`src/rtl/mqttfh_pkg.sv`:
```
// Shared types and constants for the MQTT fixed-header deframer.
// No dependencies; compile first.
`timescale 1ns / 1ps

package mqttfh_pkg;

    localparam int BYTE_W            = 8;
    localparam int LEN_W             = 28;
    localparam int CNT_W             = 3;
    localparam int SHIFT_W           = 5;
    localparam int MAX_LEN_BYTES_DEF = 4;

    // bit position of each 7-bit length group
    localparam logic [SHIFT_W-1:0] LEN_SHIFT [4] = '{5'd0, 5'd7, 5'd14, 5'd21};

    typedef enum logic [1:0] {
        PH_FIRST   = 2'd0,
        PH_LENGTH  = 2'd1,
        PH_PAYLOAD = 2'd2,
        PH_SKIP    = 2'd3
    } phase_t;

    typedef enum logic [1:0] {
        KIND_HEADER  = 2'd0,
        KIND_PAYLOAD = 2'd1,
        KIND_ERROR   = 2'd2
    } kind_t;

    typedef enum logic [1:0] {
        ERR_HDR_TRUNC = 2'd0,
        ERR_ZERO_LEN  = 2'd1,
        ERR_LEN_OVER  = 2'd2,
        ERR_PAY_TRUNC = 2'd3
    } err_t;

    typedef struct packed {
        logic [BYTE_W-1:0] data_byte;
        logic              buffer_end;
    } in_word_t;

    typedef struct packed {
        kind_t             kind;
        logic [3:0]        packet_type;
        logic [3:0]        packet_flags;
        logic [LEN_W-1:0]  rem_length;
        logic [BYTE_W-1:0] payload_byte;
        err_t              error_code;
        logic              packet_last;
    } out_word_t;

    typedef struct packed {
        logic      valid;
        out_word_t word;
    } result_t;

endpackage

```
`src/rtl/mqttfh_stream_if.sv`:
```
// Valid/ready stream channel used for the input and output words.
// Payload type is a parameter; types come from mqttfh_pkg.
`timescale 1ns / 1ps

interface mqttfh_stream_if #(parameter type word_t = logic) ();
    logic  valid;
    logic  ready;
    word_t payload;

    modport source (output valid, output payload, input ready);
    modport sink   (input valid, input payload, output ready);
endinterface

```
`src/rtl/mqtt_fixed_header_deframer.sv`:
```
// MQTT fixed-header deframer: one buffer byte per input word.
// A result word, if any, is valid in the cycle after its input word is accepted.
// Throughput: one input word per cycle unless egress stalls; the output register frees itself in
// the same cycle it is taken, so ingress.ready = !out_valid || egress.ready.
// Reset (rst_n low, async) returns to the first-header-byte phase and empties
// the output register. Depends on mqttfh_pkg, mqttfh_stream_if, mqttfh_parse.
`timescale 1ns / 1ps

module mqtt_fixed_header_deframer
    import mqttfh_pkg::*;
#(
    parameter int MAX_LENGTH_BYTES = MAX_LEN_BYTES_DEF
)
(
    input  logic            clk,
    input  logic            rst_n,
    mqttfh_stream_if.sink   ingress,
    mqttfh_stream_if.source egress
);

    logic      out_valid_reg, out_valid_next;
    out_word_t out_word_reg, out_word_next;
    logic      accept;
    result_t   result;

    assign ingress.ready = !out_valid_reg || egress.ready;
    assign accept        = ingress.valid && ingress.ready;

    mqttfh_parse #(
        .MAX_LENGTH_BYTES (MAX_LENGTH_BYTES)
    ) u_parse (
        .clk     (clk),
        .rst_n   (rst_n),
        .step    (accept),
        .in_word (ingress.payload),
        .result  (result)
    );

    always_comb
    begin
        out_valid_next = out_valid_reg;
        out_word_next  = out_word_reg;
        if (accept)
        begin
            out_valid_next = result.valid;
            out_word_next  = result.word;
        end
        else if (egress.ready)
        begin
            out_valid_next = 1'b0;
        end
    end

    always_ff @(posedge clk or negedge rst_n)
    begin
        if (!rst_n)
            out_valid_reg <= 1'b0;
        else
            out_valid_reg <= out_valid_next;
    end

    always_ff @(posedge clk)
    begin
        out_word_reg <= out_word_next;
    end

    assign egress.valid   = out_valid_reg;
    assign egress.payload = out_word_reg;

endmodule

```
`src/rtl/mqttfh_parse.sv`:
```
// Parser state and single-pass step logic: one input word per step.
// Depends on mqttfh_pkg.
`timescale 1ns / 1ps

module mqttfh_parse
    import mqttfh_pkg::*;
#(
    parameter int MAX_LENGTH_BYTES = MAX_LEN_BYTES_DEF
)
(
    input  logic     clk,
    input  logic     rst_n,
    input  logic     step,
    input  in_word_t in_word,
    output result_t  result
);

    phase_t            phase_reg, phase_next;
    logic [3:0]        type_reg, type_next;
    logic [3:0]        flags_reg, flags_next;
    logic [LEN_W-1:0]  acc_reg, acc_next;
    logic [CNT_W-1:0]  count_reg, count_next;
    logic [LEN_W-1:0]  left_reg, left_next;

    logic [BYTE_W-1:0] b;
    logic              last_in;
    logic              cont;
    logic [LEN_W-1:0]  len_piece;
    logic [LEN_W-1:0]  acc_sum;
    logic [CNT_W-1:0]  cnt_inc;
    logic              lim_hit;
    logic              acc_zero;
    logic [LEN_W-1:0]  left_dec;
    logic              left_zero;

    assign b         = in_word.data_byte;
    assign last_in   = in_word.buffer_end;
    assign cont      = b[BYTE_W-1];
    assign len_piece = LEN_W'(b[BYTE_W-2:0]) << LEN_SHIFT[count_reg[1:0]];
    assign acc_sum   = acc_reg + len_piece;
    assign cnt_inc   = count_reg + CNT_W'(1);
    assign lim_hit   = cnt_inc >= CNT_W'(MAX_LENGTH_BYTES);
    assign acc_zero  = (acc_sum == '0);
    assign left_dec  = left_reg - LEN_W'(1);
    assign left_zero = (left_dec == '0);

    // next phase
    always_comb
    begin
        phase_next = phase_reg;
        if (step)
        begin
            case (phase_reg)
                PH_FIRST:
                begin
                    phase_next = last_in ? PH_FIRST : PH_LENGTH;
                end
                PH_LENGTH:
                begin
                    if (cont)
                    begin
                        if (lim_hit)
                            phase_next = last_in ? PH_FIRST : PH_SKIP;
                        else if (last_in)
                            phase_next = PH_FIRST;
                    end
                    else if (acc_zero)
                        phase_next = last_in ? PH_FIRST : PH_SKIP;
                    else if (last_in)
                        phase_next = PH_FIRST;
                    else
                        phase_next = PH_PAYLOAD;
                end
                PH_PAYLOAD:
                begin
                    if (left_zero)
                        phase_next = last_in ? PH_FIRST : PH_SKIP;
                    else if (last_in)
                        phase_next = PH_FIRST;
                end
                PH_SKIP:
                begin
                    if (last_in)
                        phase_next = PH_FIRST;
                end
                default:
                begin
                    phase_next = PH_FIRST;
                end
            endcase
        end
    end

    // datapath and result
    always_comb
    begin
        type_next  = type_reg;
        flags_next = flags_reg;
        acc_next   = acc_reg;
        count_next = count_reg;
        left_next  = left_reg;

        result.valid             = 1'b0;
        result.word.kind         = KIND_HEADER;
        result.word.rem_length   = '0;
        result.word.payload_byte = '0;
        result.word.error_code   = ERR_HDR_TRUNC;
        result.word.packet_last  = 1'b0;

        if (step)
        begin
            case (phase_reg)
                PH_FIRST:
                begin
                    type_next  = b[7:4];
                    flags_next = b[3:0];
                    acc_next   = '0;
                    count_next = '0;
                    left_next  = '0;
                    if (last_in)
                    begin
                        result.valid            = 1'b1;
                        result.word.kind        = KIND_ERROR;
                        result.word.error_code  = ERR_HDR_TRUNC;
                        result.word.packet_last = 1'b1;
                    end
                end
                PH_LENGTH:
                begin
                    acc_next   = acc_sum;
                    count_next = cnt_inc;
                    if (cont)
                    begin
                        if (lim_hit || last_in)
                        begin
                            result.valid            = 1'b1;
                            result.word.kind        = KIND_ERROR;
                            result.word.error_code  = lim_hit ? ERR_LEN_OVER : ERR_HDR_TRUNC;
                            result.word.packet_last = 1'b1;
                        end
                    end
                    else if (acc_zero || last_in)
                    begin
                        result.valid            = 1'b1;
                        result.word.kind        = KIND_ERROR;
                        result.word.error_code  = acc_zero ? ERR_ZERO_LEN : ERR_PAY_TRUNC;
                        result.word.packet_last = 1'b1;
                    end
                    else
                    begin
                        left_next              = acc_sum;
                        result.valid           = 1'b1;
                        result.word.kind       = KIND_HEADER;
                        result.word.rem_length = acc_sum;
                    end
                end
                PH_PAYLOAD:
                begin
                    left_next    = left_dec;
                    result.valid = 1'b1;
                    if (!left_zero && last_in)
                    begin
                        result.word.kind        = KIND_ERROR;
                        result.word.error_code  = ERR_PAY_TRUNC;
                        result.word.packet_last = 1'b1;
                    end
                    else
                    begin
                        result.word.kind         = KIND_PAYLOAD;
                        result.word.payload_byte = b;
                        result.word.packet_last  = left_zero;
                    end
                end
                default:
                begin
                    // trailing bytes: no result
                end
            endcase
        end

        result.word.packet_type  = type_next;
        result.word.packet_flags = flags_next;
    end

    always_ff @(posedge clk or negedge rst_n)
    begin
        if (!rst_n)
        begin
            phase_reg <= PH_FIRST;
            count_reg <= '0;
            type_reg  <= '0;
            flags_reg <= '0;
            acc_reg   <= '0;
            left_reg  <= '0;
        end
        else
        begin
            phase_reg <= phase_next;
            count_reg <= count_next;
            type_reg  <= type_next;
            flags_reg <= flags_next;
            acc_reg   <= acc_next;
            left_reg  <= left_next;
        end
    end

endmodule

```
`src/flat_wrapper.sv`:
```
// flat-port wrapper written by rule: the top's interface ports become plain ports
module mqtt_fixed_header_deframer_flat import mqttfh_pkg::*;
#(
    parameter int MAX_LENGTH_BYTES = MAX_LEN_BYTES_DEF
)
  (clk, rst_n, ingress_valid, ingress_payload, ingress_ready, egress_valid, egress_payload, egress_ready);
  mqttfh_stream_if ingress_i ();
  mqttfh_stream_if egress_i ();
  input  logic clk;
  input  logic rst_n;
  input wire logic [$bits(ingress_i.valid)-1:0] ingress_valid;
  input wire logic [$bits(ingress_i.payload)-1:0] ingress_payload;
  output wire logic [$bits(ingress_i.ready)-1:0] ingress_ready;
  output wire logic [$bits(egress_i.valid)-1:0] egress_valid;
  output wire logic [$bits(egress_i.payload)-1:0] egress_payload;
  input wire logic [$bits(egress_i.ready)-1:0] egress_ready;
  assign ingress_i.valid = ingress_valid;
  assign ingress_i.payload = ingress_payload;
  assign ingress_ready = ingress_i.ready;
  assign egress_valid = egress_i.valid;
  assign egress_payload = egress_i.payload;
  assign egress_i.ready = egress_ready;
  mqtt_fixed_header_deframer #(.MAX_LENGTH_BYTES(MAX_LENGTH_BYTES)) u_core (.clk(clk), .rst_n(rst_n), .ingress(ingress_i), .egress(egress_i));
endmodule
```
`config.mk`:
```
export PLATFORM = sky130hd
export DESIGN_NAME = mqtt_fixed_header_deframer_flat
export DESIGN_NICKNAME = d
export VERILOG_FILES = /design/src/rtl/mqttfh_pkg.sv /design/src/rtl/mqttfh_stream_if.sv /design/src/rtl/mqtt_fixed_header_deframer.sv /design/src/rtl/mqttfh_parse.sv /design/src/flat_wrapper.sv
export SDC_FILE = /design/constraint.sdc
export NUM_CORES = 1
export LEC_CHECK = 0
export ABC_AREA = 0
export BUFFER_PORTS_ARGS = -buffer_cell sky130_fd_sc_hd__buf_4
export CELL_PAD_IN_SITES_DETAIL_PLACEMENT = 1
export CELL_PAD_IN_SITES_GLOBAL_PLACEMENT = 1
export CORE_MARGIN = 1.5
export CORE_UTILIZATION = 42
export DETAILED_ROUTE_END_ITERATION = 8
export PLACE_DENSITY_LB_ADDON = 0.2
export SETUP_SLACK_MARGIN = 0.4
export SYNTH_ARGS = -nofsm -noshare
export SYNTH_HDL_FRONTEND = slang
export SYNTH_SLANG_ARGS = --single-unit
```
`constraint.sdc`:
```
create_clock -name clk -period 2.4 [get_ports clk]
set_input_delay 0.72 -clock clk [delete_from_list [all_inputs] [get_ports clk]]
set_output_delay 0.72 -clock clk [all_outputs]
set_load 0.1 [all_outputs]
```
# Word level (Yosys, flattened, before mapping)
# Index checks and enable logic that the tools add are counted.
# totals
reg_bits	63
output_inout_bits	3
wordCells	54
# classes
addsub	3
order_cmp	1
n_eq_ne	4
shift	1
n_mux	24
bitwise_logic	1
reduce_logical	14
# op_table
cell	count
case mux 28 bit (3 select lines)	1
logical NOT 28 bit	2
case mux 28 bit (2 select lines)	1
adder 28 bit	1
two-way mux 28 bit	1
left shift 1 x 5 -> 28 bit, first input constant	1
subtractor 28 x 1 -> 28 bit, second input constant	1
two-way mux 2 bit	7
binary-select mux 5 bit (select 2 bit)	1
two-way mux 5 bit	2
case mux 3 bit (3 select lines)	1
case mux 2 bit (4 select lines)	1
two-way mux 1 bit	6
case mux 3 bit (2 select lines)	1
equality test 2 bit, second input constant	2
nonzero test 2 bit	2
adder 3 x 1 -> 3 bit, second input constant	1
greater-or-equal comparator 3 bit, second input constant	1
two-way mux 3 bit	1
inverter 2 -> 3 bit	1
case mux 1 bit (3 select lines)	1
AND reduction 3 bit	1
nonzero test 3 bit	1
equality test 2 x 1 -> 1 bit, second input constant	1
other kinds (6)	9

# Logic depth before layout (Yosys ltp)
# Gate-level depths: netlist (run 1).
# depth
depth_word	11
ltp_mapped	9
depth_no_buf	8

# By module
# A second synthesis (run 1) with hierarchy kept.
# hier_totals
hier_cells	849
hier_area_um2	6525.0
# by_module_without_submodules
module	instances	cells_each	area_each_um2	seq_area_each_um2
mqttfh_parse	1	842	6436.2	1726.7
mqtt_fixed_header_deframer	1	7	88.8	55.1

# Worst setup path after synthesis (run 1)
# Ideal clock, no wire load.
# synth_timing
path_type	flip-flop to flip-flop
startpoint	reg u_core.out_valid_reg, in the netlist u_core.egress.valid
endpoint	reg u_core.u_parse.left_reg[13]
setup_time_ps	110
arrival_ps	3106
slack_ps	-816
stages_incl_launch_ff	7
path_buffers	2
cell_sequence	dfrtp_1 nand2b_1 or3b_2 or2_2 buf_2 buf_2 o41ai_1
# synth_via
elab_chain_cells	4
# synth_rtl
item	line_no	source
start, declared	mqtt_fixed_header_deframer.sv:21	logic out_valid_reg, out_valid_next;
start signal, assigned	mqtt_fixed_header_deframer.sv:59	out_valid_reg <= out_valid_next;
logical NOT 1 bit	mqtt_fixed_header_deframer.sv:26	assign ingress.ready = !out_valid_reg || egress.ready;
logical OR 1 bit	mqtt_fixed_header_deframer.sv:26	
named net ingress_ready	flat_wrapper.sv:13	output wire logic [$bits(ingress_i.ready)-1:0] ingress_ready;
logical AND 1 bit	mqtt_fixed_header_deframer.sv:27	assign accept = ingress.valid && ingress.ready;
AND reduction 3 bit (no line)	-	
end signal, assigned	mqttfh_parse.sv:203	left_reg <= left_next;
end, declared	mqttfh_parse.sv:23	logic [LEN_W-1:0] left_reg, left_next;
# The timed path passes the listed nets, and every way through them passes these cells.
# A chain may end at the register's enable or synchronous reset.

# Worst setup path after layout (run 1)
# layout_timing
startpoint	reg u_core.u_parse.left_reg[13]
endpoint	reg u_core.out_word_reg (netlist bit u_core.egress.payload), data pin
# layout_via
elab_chain_cells	6
# layout_rtl
item	line_no	source
subtractor 28 x 1 -> 28 bit *	mqttfh_parse.sv:44	assign left_dec = left_reg - LEN_W'(1);
logical NOT 28 bit *	mqttfh_parse.sv:45	assign left_zero = (left_dec == '0);
logical NOT 1 bit	mqttfh_parse.sv:161	if (!left_zero && last_in)
logical AND 1 bit	mqttfh_parse.sv:161	
two-way mux 1 bit *	mqttfh_parse.sv:161	
case mux 1 bit (3 select lines) *	mqttfh_parse.sv:112	case (phase_reg)
end signal, assigned	mqtt_fixed_header_deframer.sv:64	out_word_reg <= out_word_next;
end, declared	mqtt_fixed_header_deframer.sv:22	out_word_t out_word_reg, out_word_next;
# Mark *: on every way between the ends. The rest lies on a longest branch, timed or not.

==> results by group, run 1 <==
Synthesis
  • Synth Instances: 269
  • Synth top cells by count: o21ai_0 (47), nor2_1 (38), dfrtp_1 (31)
  • Syn_nets: 280
  • Yosys warns: 0
  • Synth async-reset ratio: 96.88%
  • Post-synth EDFFs: 1
  • Dominant cells by area after synthesis: dfrtp_1 (36%), o21ai_0 (11%), nor2_1 (6.6%)
  • Flops & latches, synth: 32
  • Yosys cell types: 51
  • Mean Syn Cell Area: 8.075 um2
  • Top FF cell, synth: dfrtp_1
  • Sequential-to-total area share from yosys stat: 37.10%
  • Most frequent cell after synthesis: o21ai_0
  • Yosys top cell area share: 35.71%
  • Mapped cell area: 2172 um2
  • Largest area contributor in the netlist: dfrtp_1

Layout
  • Fill cells: 578
  • Area of the multi-input gates: 1587 um2
  • Layout Nets: 325
  • Max FFs per register: 28
  • Share of cells above drive strength 1: 36.19%
  • Storage cell area: 809.5 um2
  • Antenna Diode Count: 0
  • Synth-to-layout area growth: 36.92%

Placement
  • RePlAce Congestion: 0.8637
  • Pre-CTS setup slack: 116.7 ps
  • Detailed placement HPWL: 4.458 mm
  • Buffers on Ports: 7

Critical path
  • Critical-path cell list: nor3_1, buf_4, nand3_1, or3_1, and3_1, nand4_1, o21ai_1
  • Reg2reg path depth: 7
  • Startpoint types: flop
  • Arrival time of the worst setup path: 2340 ps
  • RR Startpoint: u_core.u_parse.left_reg[13]
  • Reg2reg end: u_core.egress.payload
  • CP delay by family, top: simple AND/OR/NAND/NOR gates
  • Worst setup EP type: flop
  • Critical path peak fanout: 5
  • R2R setup slack: 110 ps
  • Critical path's slowest cell: dfrtp_1
  • CP peak stage delay: 490 ps
  • Setup CP Type: flop to flop
  • Worst endpoint required time: 2450 ps
  • Crit path buf inv count: 1

STA
  • Hold Vio Cnt, Final: 0
  • Final period util: 95.42%
  • Setup Viol. Count Final: 0
  • Normalized max-slew margin: 71.68%
  • Post-route minimum period: 2290 ps
  • RSZ-0062 raised after global routing: true
  • Final setup margin: 109.9 ps
  • Count of pins over their slew limit: 0
  • Tightest Pin Transition: 424.9 ps
  • Setup Skew: 10.59 ps
  • Setup TNS: 0 ps
  • FMAX: 436.7 MHz

Routing
  • Vias per cell: 6.539
  • Starting DRT DRC Count: 224
  • ANT nets after route: 0
  • DRT Pass-1 Iters: 6
  • DR WL/cell: 23.38 um
  • Routed vias: 2498
  • DRC viols: 0
  • WL final: 8.932 mm

Floorplanning
  • Std-Cell Rows: 25
  • Die ar.: 5612 um2
  • Die W: 74.92 um
  • Chip height: 74.92 um
  • IO Count: 8
  • Core Area: 4848 um2
  • Initial Util: 44.80%

Clock network
  • Clock root buffer: clkbuf_8
  • Max clock buf depth: 2
  • Hold buffers post-CTS: 0
  • Clock sink total: 32
  • TritonCTS clock tree: yes
  • H-tree depth: 2
  • Num CTS Buffers: 5
  • Clk Latency, worst-skew pair: 300 ps
  • CTS clock-pin slew for the worst setup and hold paths: 80 ps

Global route
  • GR Util All Layers: 26.58%
  • Vias in the first global route: 2296
  • Largest net degree at the start of global routing: 32
  • Gr ovfl total: 0
  • Initial antenna violation count: 0
  • First-pass GRT wire length: 11.32 mm

Min path
  • Hold crit path type: input port to asynchronous set/reset pin

Flow run
  • Max-Cap Viols: 0

Status
  • Outcome: finished clean
-- per-layer routing --
layer	share of wire, %	GRT usage (%)	vias up
li1	-	-	1098
met1	41	35.63	1244
met2	50	44.25	122
met3	5.9	3.213	34
met4	3.5	9.293	0
met5	0	0	-
-- worst max-delay path by stage --
| stage | to | slack, ps | from | depth (start not counted) |
|---|---|---|---|---|
| finish | u_core.egress.payload | 110 | u_core.u_parse.left_reg[13] | 7 |
| global route | u_core.egress.payload | 70 | u_core.u_parse.left_reg[13] | 7 |
| CTS | u_core.egress.payload | 180 | u_core.u_parse.left_reg[17] | 7 |
| detailed placement | u_core.egress.payload | 120 | u_core.u_parse.left_reg[17] | 6 |
| global placement | u_core.egress.payload | 160 | u_core.u_parse.left_reg[17] | 6 |
| floorplan | u_core.u_parse.left_reg[13] | 110 | egress_ready | 6 |
-- what timing repair did --
action,4_1_cts,5_1_grt
gates resized for setup,13,47
endpoints found under the setup margin,28,29
gates cloned,3,5
pin swaps,6,22
setup buffers,6,15
-- layout make-up --
| type | instances | area share, % |
|---|---|---|
| clock inverters | 2 | 1.178 |
| well taps | 67 | 2.819 |
| repair buffers | 44 | 11.99 |
| multi-input cells | 223 | 53.34 |
| flip-flops and latches | 32 | 27.22 |
| clock buffers | 6 | 2.440 |
| inverters | 8 | 1.010 |
-- kinds of logic (layout without fill, tap and decap cells) --
kind of cell,Yosys count,after routing,share of synthesized area [%]
simple gates,120,128,29.09
compound gates,87,87,24.60
flops,32,32,37.10
buf+inv,22,60,4.954
fa+ha+maj,6,6,3.456
xor+xnor,2,2,0.8066
-- per-stage QoR --
| step | utilization (%) | hold WS, ps | instance area [um2] | std cells |
|---|---|---|---|---|
| after global placement | 49.70 | 457.6 | 2410 | 345 |
| after CTS | 54.22 | 371.7 | 2629 | 362 |
| after floorplan | - | 424.4 | 2272 | 269 |
| after global routing | 61.34 | 396.3 | 2974 | 382 |
| final | 61.34 | 356.7 | 2974 | 382 |
| after detailed placement | 49.70 | 469.7 | 2410 | 345 |
-- cells in the final DEF (no fill, tap or decap), types with 4 or more instances in the layout --
cell type	n
buf_4	37
dfrtp_1	28
o21ai_1	29
inv_1	7
buf_6	7
o21ai_0	18
nor3_2	5
nand2_1	21
nand4_1	5
clkbuf_8	5
ha_1	4
or2_4	7
nor2_1	33
nor3_1	4
a21oi_1	7
nor4_4	4
o31ai_1	7
nand3_1	4
nor4_1	6
a21oi_2	4
-- worst reg2reg max path: cells and delay by family, from the launching register on --
| family | cells | cell delay [ps] |
|---|---|---|
| simple gates | 5 | 1270 |
| flops | 1 | 490 |
| buf+inv | 1 | 190 |
| compound gates | 1 | 80 |
Power of run 1 is left out: the tool's default activity adds up to more than one toggle a clock period on the data nets, which glitch-free logic cannot reach.
==> run 2, diff against run 1 <==
- CORE_UTILIZATION: 42 -> 47
- clock period: 2.4 -> 2.3 ns (I/O delays scaled with it)
==> results by group, run 2 (synthesis results as in run 1) <==
Status
  • Outcome: finished with violations
  • Violated checks: negative setup slack

Routing
  • Max Used Layer: met4
  • DR WL met3: 1.299 mm
  • DRT Pass-1 Iters: 7
  • Starting DRT DRC Count: 511
  • Wire length on met2: 5.515 mm
  • ANT nets after route: 0
  • Vias per cell: 7.752
  • DRC viols: 0
  • WL final: 12.09 mm
  • Routed vias: 2876
  • DR WL/cell: 32.58 um
  • WL met1: 4.286 mm

Clock network
  • Num CTS Buffers: 5
  • Hold buffers post-CTS: 0
  • TritonCTS clock tree: yes
  • Clk Latency, worst-skew pair: 290 ps
  • CTS clock-pin slew for the worst setup and hold paths: 80 ps
  • Max clock buf depth: 2
  • Clock root buffer: clkbuf_8
  • Clock sink total: 32
  • H-tree depth: 2

Critical path
  • Arrival time of the worst setup path: 2950 ps
  • Critical-path cell list: or4_4, nor4_2, a311oi_1, nor4b_2, o211ai_1, o21ai_1
  • Startpoint types: flop
  • Worst setup EP type: flop
  • Critical path peak fanout: 5
  • Setup CP Type: flop to flop
  • CP peak stage delay: 650 ps
  • Critical path's slowest cell: or4_4
  • Worst endpoint required time: 2430 ps

Layout
  • Fill cells: 495
  • Area of the multi-input gates: 1647 um2
  • Storage cell area: 808.3 um2
  • Antenna Diode Count: 0
  • Synth-to-layout area growth: 39.11%
  • Layout Nets: 330
  • Max FFs per register: 28
  • Commonest non-fill, non-tap cell in the layout: buf_4
  • Final core utilization: 68.45%
  • Leading cell types in the layout, fill and taps excluded: buf_4 (42), o21ai_1 (36), dfrtp_1 (29)
  • Share of cells above drive strength 1: 41.69%

Floorplanning
  • Core Area: 4414 um2
  • Die ar.: 5038 um2
  • Chip height: 70.98 um
  • Initial Util: 49.21%
  • Die W: 70.98 um
  • IO Count: 8
  • Std-Cell Rows: 24

STA
  • Post-route minimum period: 2814 ps
  • Tightest Pin Transition: 596.9 ps
  • Setup Skew: 14.99 ps
  • Setup Viol. Count Final: 3
  • Final period util: 122.3%
  • Final setup margin: -514.0 ps
  • Normalized max-slew margin: 59.87%
  • RSZ-0062 raised after global routing: true
  • Worst hold margin: 336.8 ps
  • FMAX: 355.4 MHz
  • Hold Vio Cnt, Final: 0
  • Count of pins over their slew limit: 0

Global route
  • Initial antenna violation count: 0
  • Vias in the first global route: 2804
  • Largest net degree at the start of global routing: 32
  • First-pass GRT wire length: 14.94 mm
  • Gr ovfl total: 0
  • GR Util All Layers: 39.02%

Placement
  • Detailed placement HPWL: 4.799 mm
  • Buffers on Ports: 7
  • RePlAce Congestion: 0.8599

Flow run
  • Max-Cap Viols: 0

Min path
  • Hold crit path type: input port to asynchronous set/reset pin
==> run 2: worst paths after layout <==
check / from / to / slack (ps) / cells after the start
min reg2reg: u_core.u_parse.left_reg[15] / u_core.u_parse.left_reg[15] / 480 / 1
min in group clk: u_core.u_parse.left_reg[15] / u_core.u_parse.left_reg[15] / 480 / 1
max reg2reg: u_core.u_parse.left_reg[2] / u_core.egress.payload / -510 / 6
min: rst_n / u_core.u_parse.left_reg[9] / 340 / 1
max in group asynchronous: rst_n / u_core.u_parse.left_reg[0] / 1610 / 1
max: u_core.u_parse.left_reg[2] / u_core.egress.payload / -510 / 6
==> run 2: what timing repair did <==
item                                    CTS  global route
pin swaps                                15             5
buffers inserted                         15             3
gates cloned                              8             0
endpoints found under the hold margin     0             0
endpoints found under the setup margin   30            30
resized for setup                        58            19
==> run 2: final cells by class <==
class | instances | area share [%]
clock inverter | 1 | 0.1656
multi-input combinational | 223 | 54.49
timing repair buffer | 49 | 13.04
sequential | 32 | 26.75
clock buffer | 6 | 2.402
tap | 52 | 2.153
inverter | 8 | 0.9938
==> run 2: metal layers <==
metal,vias to the layer above,track usage [%]
met4,0,22.01
met5,-,0
met1,1388,46.71
li1,1098,-
met2,284,65.63
met3,106,7.407
==> run 2: critical path: cells and delay by family, from the launching register on <==
kind             cells  cell delay [ps]
AND/OR/NAND/NOR      3             1590
AO/OA/AOI/OAI        3              650
flip-flops           1              430
==> run 2: stage by stage <==
step           area [um2]  cells  setup WS (ps)  setup TNS, ps
6_report             3022    371         -514.0          -1055
2_1_floorplan        2286    269          44.54              0
4_1_cts              2899    368          108.0              0
3_3_place_gp         2465    338          138.3              0
5_1_grt              3022    371         -504.0          -1129
3_5_place_dp         2465    338          23.15              0
Power of run 2 is left out for the same reason.
==> run 3, diff against run 2 <==
- SKIP_CTS_REPAIR_TIMING: unset -> 1
==> results by group, run 3 (synthesis results as in run 1) <==
STA
  • Tightest Pin Transition: 520.5 ps
  • Normalized max-slew margin: 65.06%
  • Setup TNS: -7.375 ps
  • RSZ-0062 raised after global routing: true
  • Worst hold margin: 331.3 ps
  • Post-route minimum period: 2307 ps
  • FMAX: 433.4 MHz
  • Count of pins over their slew limit: 0
  • Final period util: 100.3%
  • Final setup margin: -7.375 ps
  • Setup Skew: 17.19 ps
  • Setup Viol. Count Final: 1
  • Hold Vio Cnt, Final: 0

Routing
  • Vias per cell: 6.957
  • Starting DRT DRC Count: 292
  • ANT nets after route: 0
  • Routed vias: 2567
  • DR WL/cell: 25.38 um
  • WL final: 9.367 mm
  • DRT Pass-1 Iters: 5
  • DRC viols: 0

Clock network
  • Num CTS Buffers: 5
  • Clk Latency, worst-skew pair: 300 ps
  • Max clock buf depth: 2
  • TritonCTS clock tree: yes
  • Clock sink total: 32
  • H-tree depth: 2
  • CTS clock-pin slew for the worst setup and hold paths: 80 ps
  • Clock root buffer: clkbuf_8

Floorplanning
  • Die ar.: 5038 um2
  • Core Area: 4414 um2
  • Die W: 70.98 um
  • Std-Cell Rows: 24
  • Chip height: 70.98 um
  • IO Count: 8
  • Initial Util: 49.21%

Critical path
  • Worst setup EP type: flop
  • Crit path buf inv count: 3
  • Critical-path cell list: buf_4, nor4_1, buf_4, nand4_1, buf_4, nor4_2, nor2_1, o21ai_0, o21ai_0
  • Worst endpoint required time: 2480 ps
  • CP delay by family, top: simple AND/OR/NAND/NOR gates
  • Setup CP Type: flop to flop
  • Critical path peak fanout: 6
  • Arrival time of the worst setup path: 2490 ps
  • Top cell by count, worst path: buf_4
  • Startpoint types: flop
  • CP peak stage delay: 410 ps
  • Critical path's slowest cell: nor4_2

Placement
  • Detailed placement HPWL: 4.799 mm
  • Placed Cells: 338
  • Buffers on Ports: 7
  • RePlAce Congestion: 0.8599
  • DP Area: 2465 um2

Layout
  • Fin area: 2905 um2
  • Leading cell types in the layout, fill and taps excluded: buf_4 (42), o21ai_1 (36), nor2_1 (29)
  • Max FFs per register: 28
  • Layout Nets: 328
  • Finished Layout Cells: 369
  • Fill cells: 497
  • Area of the multi-input gates: 1539 um2
  • Share of cells above drive strength 1: 37.22%
  • Storage cell area: 810.8 um2
  • Synth-to-layout area growth: 33.76%
  • Commonest non-fill, non-tap cell in the layout: buf_4
  • Antenna Diode Count: 0

Global route
  • Gr ovfl total: 0
  • First-pass GRT wire length: 11.27 mm
  • Initial antenna violation count: 0
  • GR Util All Layers: 28.51%
  • Vias in the first global route: 2325
  • Largest net degree at the start of global routing: 38

Flow run
  • Max-Cap Viols: 0

Min path
  • Hold crit path type: input port to asynchronous set/reset pin

Status
  • Violated checks: negative setup slack
  • Outcome: finished with violations
[run 3: cell types whose count changed in the layout (fill, tap and decap cells not counted), sizes merged]
cell	previous run	this run
nand2	25	24
buf	49	48
[run 3: cell type report]
cell class              instances  area share [%]
clock buffers                   6           2.498
clock inverters                 1          0.1723
inverters                       8           1.034
multi-input cells             222           52.97
flip-flops and latches         32           27.91
well taps                      52           2.239
repair buffers                 48           13.18
[run 3: routing by layer]
layer / vias to the layer above / share of wire (%) / global-route usage, % / wire length [um]
li1: 1091 / - / - / -
met1: 1279 / 39 / 36.96 / 3685
met2: 148 / 47 / 47.35 / 4436
met3: 49 / 7.9 / 4.416 / 737
met4: 0 / 5.4 / 12.16 / 507
met5: - / 0 / 0 / 0
[run 3: worst paths after layout]
check,startpoint,endpoint,slack [ps],depth (start not counted)
max,u_core.u_parse.left_reg[1],u_core.u_parse.left_reg[27],-7,9
max reg2reg,u_core.u_parse.left_reg[1],u_core.u_parse.left_reg[27],-7,9
min,rst_n,u_core.u_parse.left_reg[27],330,1
max in group asynchronous,rst_n,u_core.u_parse.left_reg[0],1620,1
min reg2reg,u_core.u_parse.left_reg[15],u_core.u_parse.left_reg[15],480,1
min in group clk,u_core.u_parse.left_reg[15],u_core.u_parse.left_reg[15],480,1
[run 3: per-stage QoR]
step	utilization (%)	setup slack, ps
after global placement	55.84	138.3
final	65.82	-7.375
after global routing	65.82	-87.55
after detailed placement	55.84	23.15
after floorplan	-	44.54
after CTS	57.60	5.062
[run 3: worst register-to-register path, stage by stage, from the launching register on]
cell and delay (ps):
dfrtp_1 380, buf_4 150, nor4_1 300, buf_4 210, nand4_1 140, buf_4 220
nor4_2 410, nor2_1 90, o21ai_0 180, o21ai_0 120
Power of run 3 is left out for the same reason.
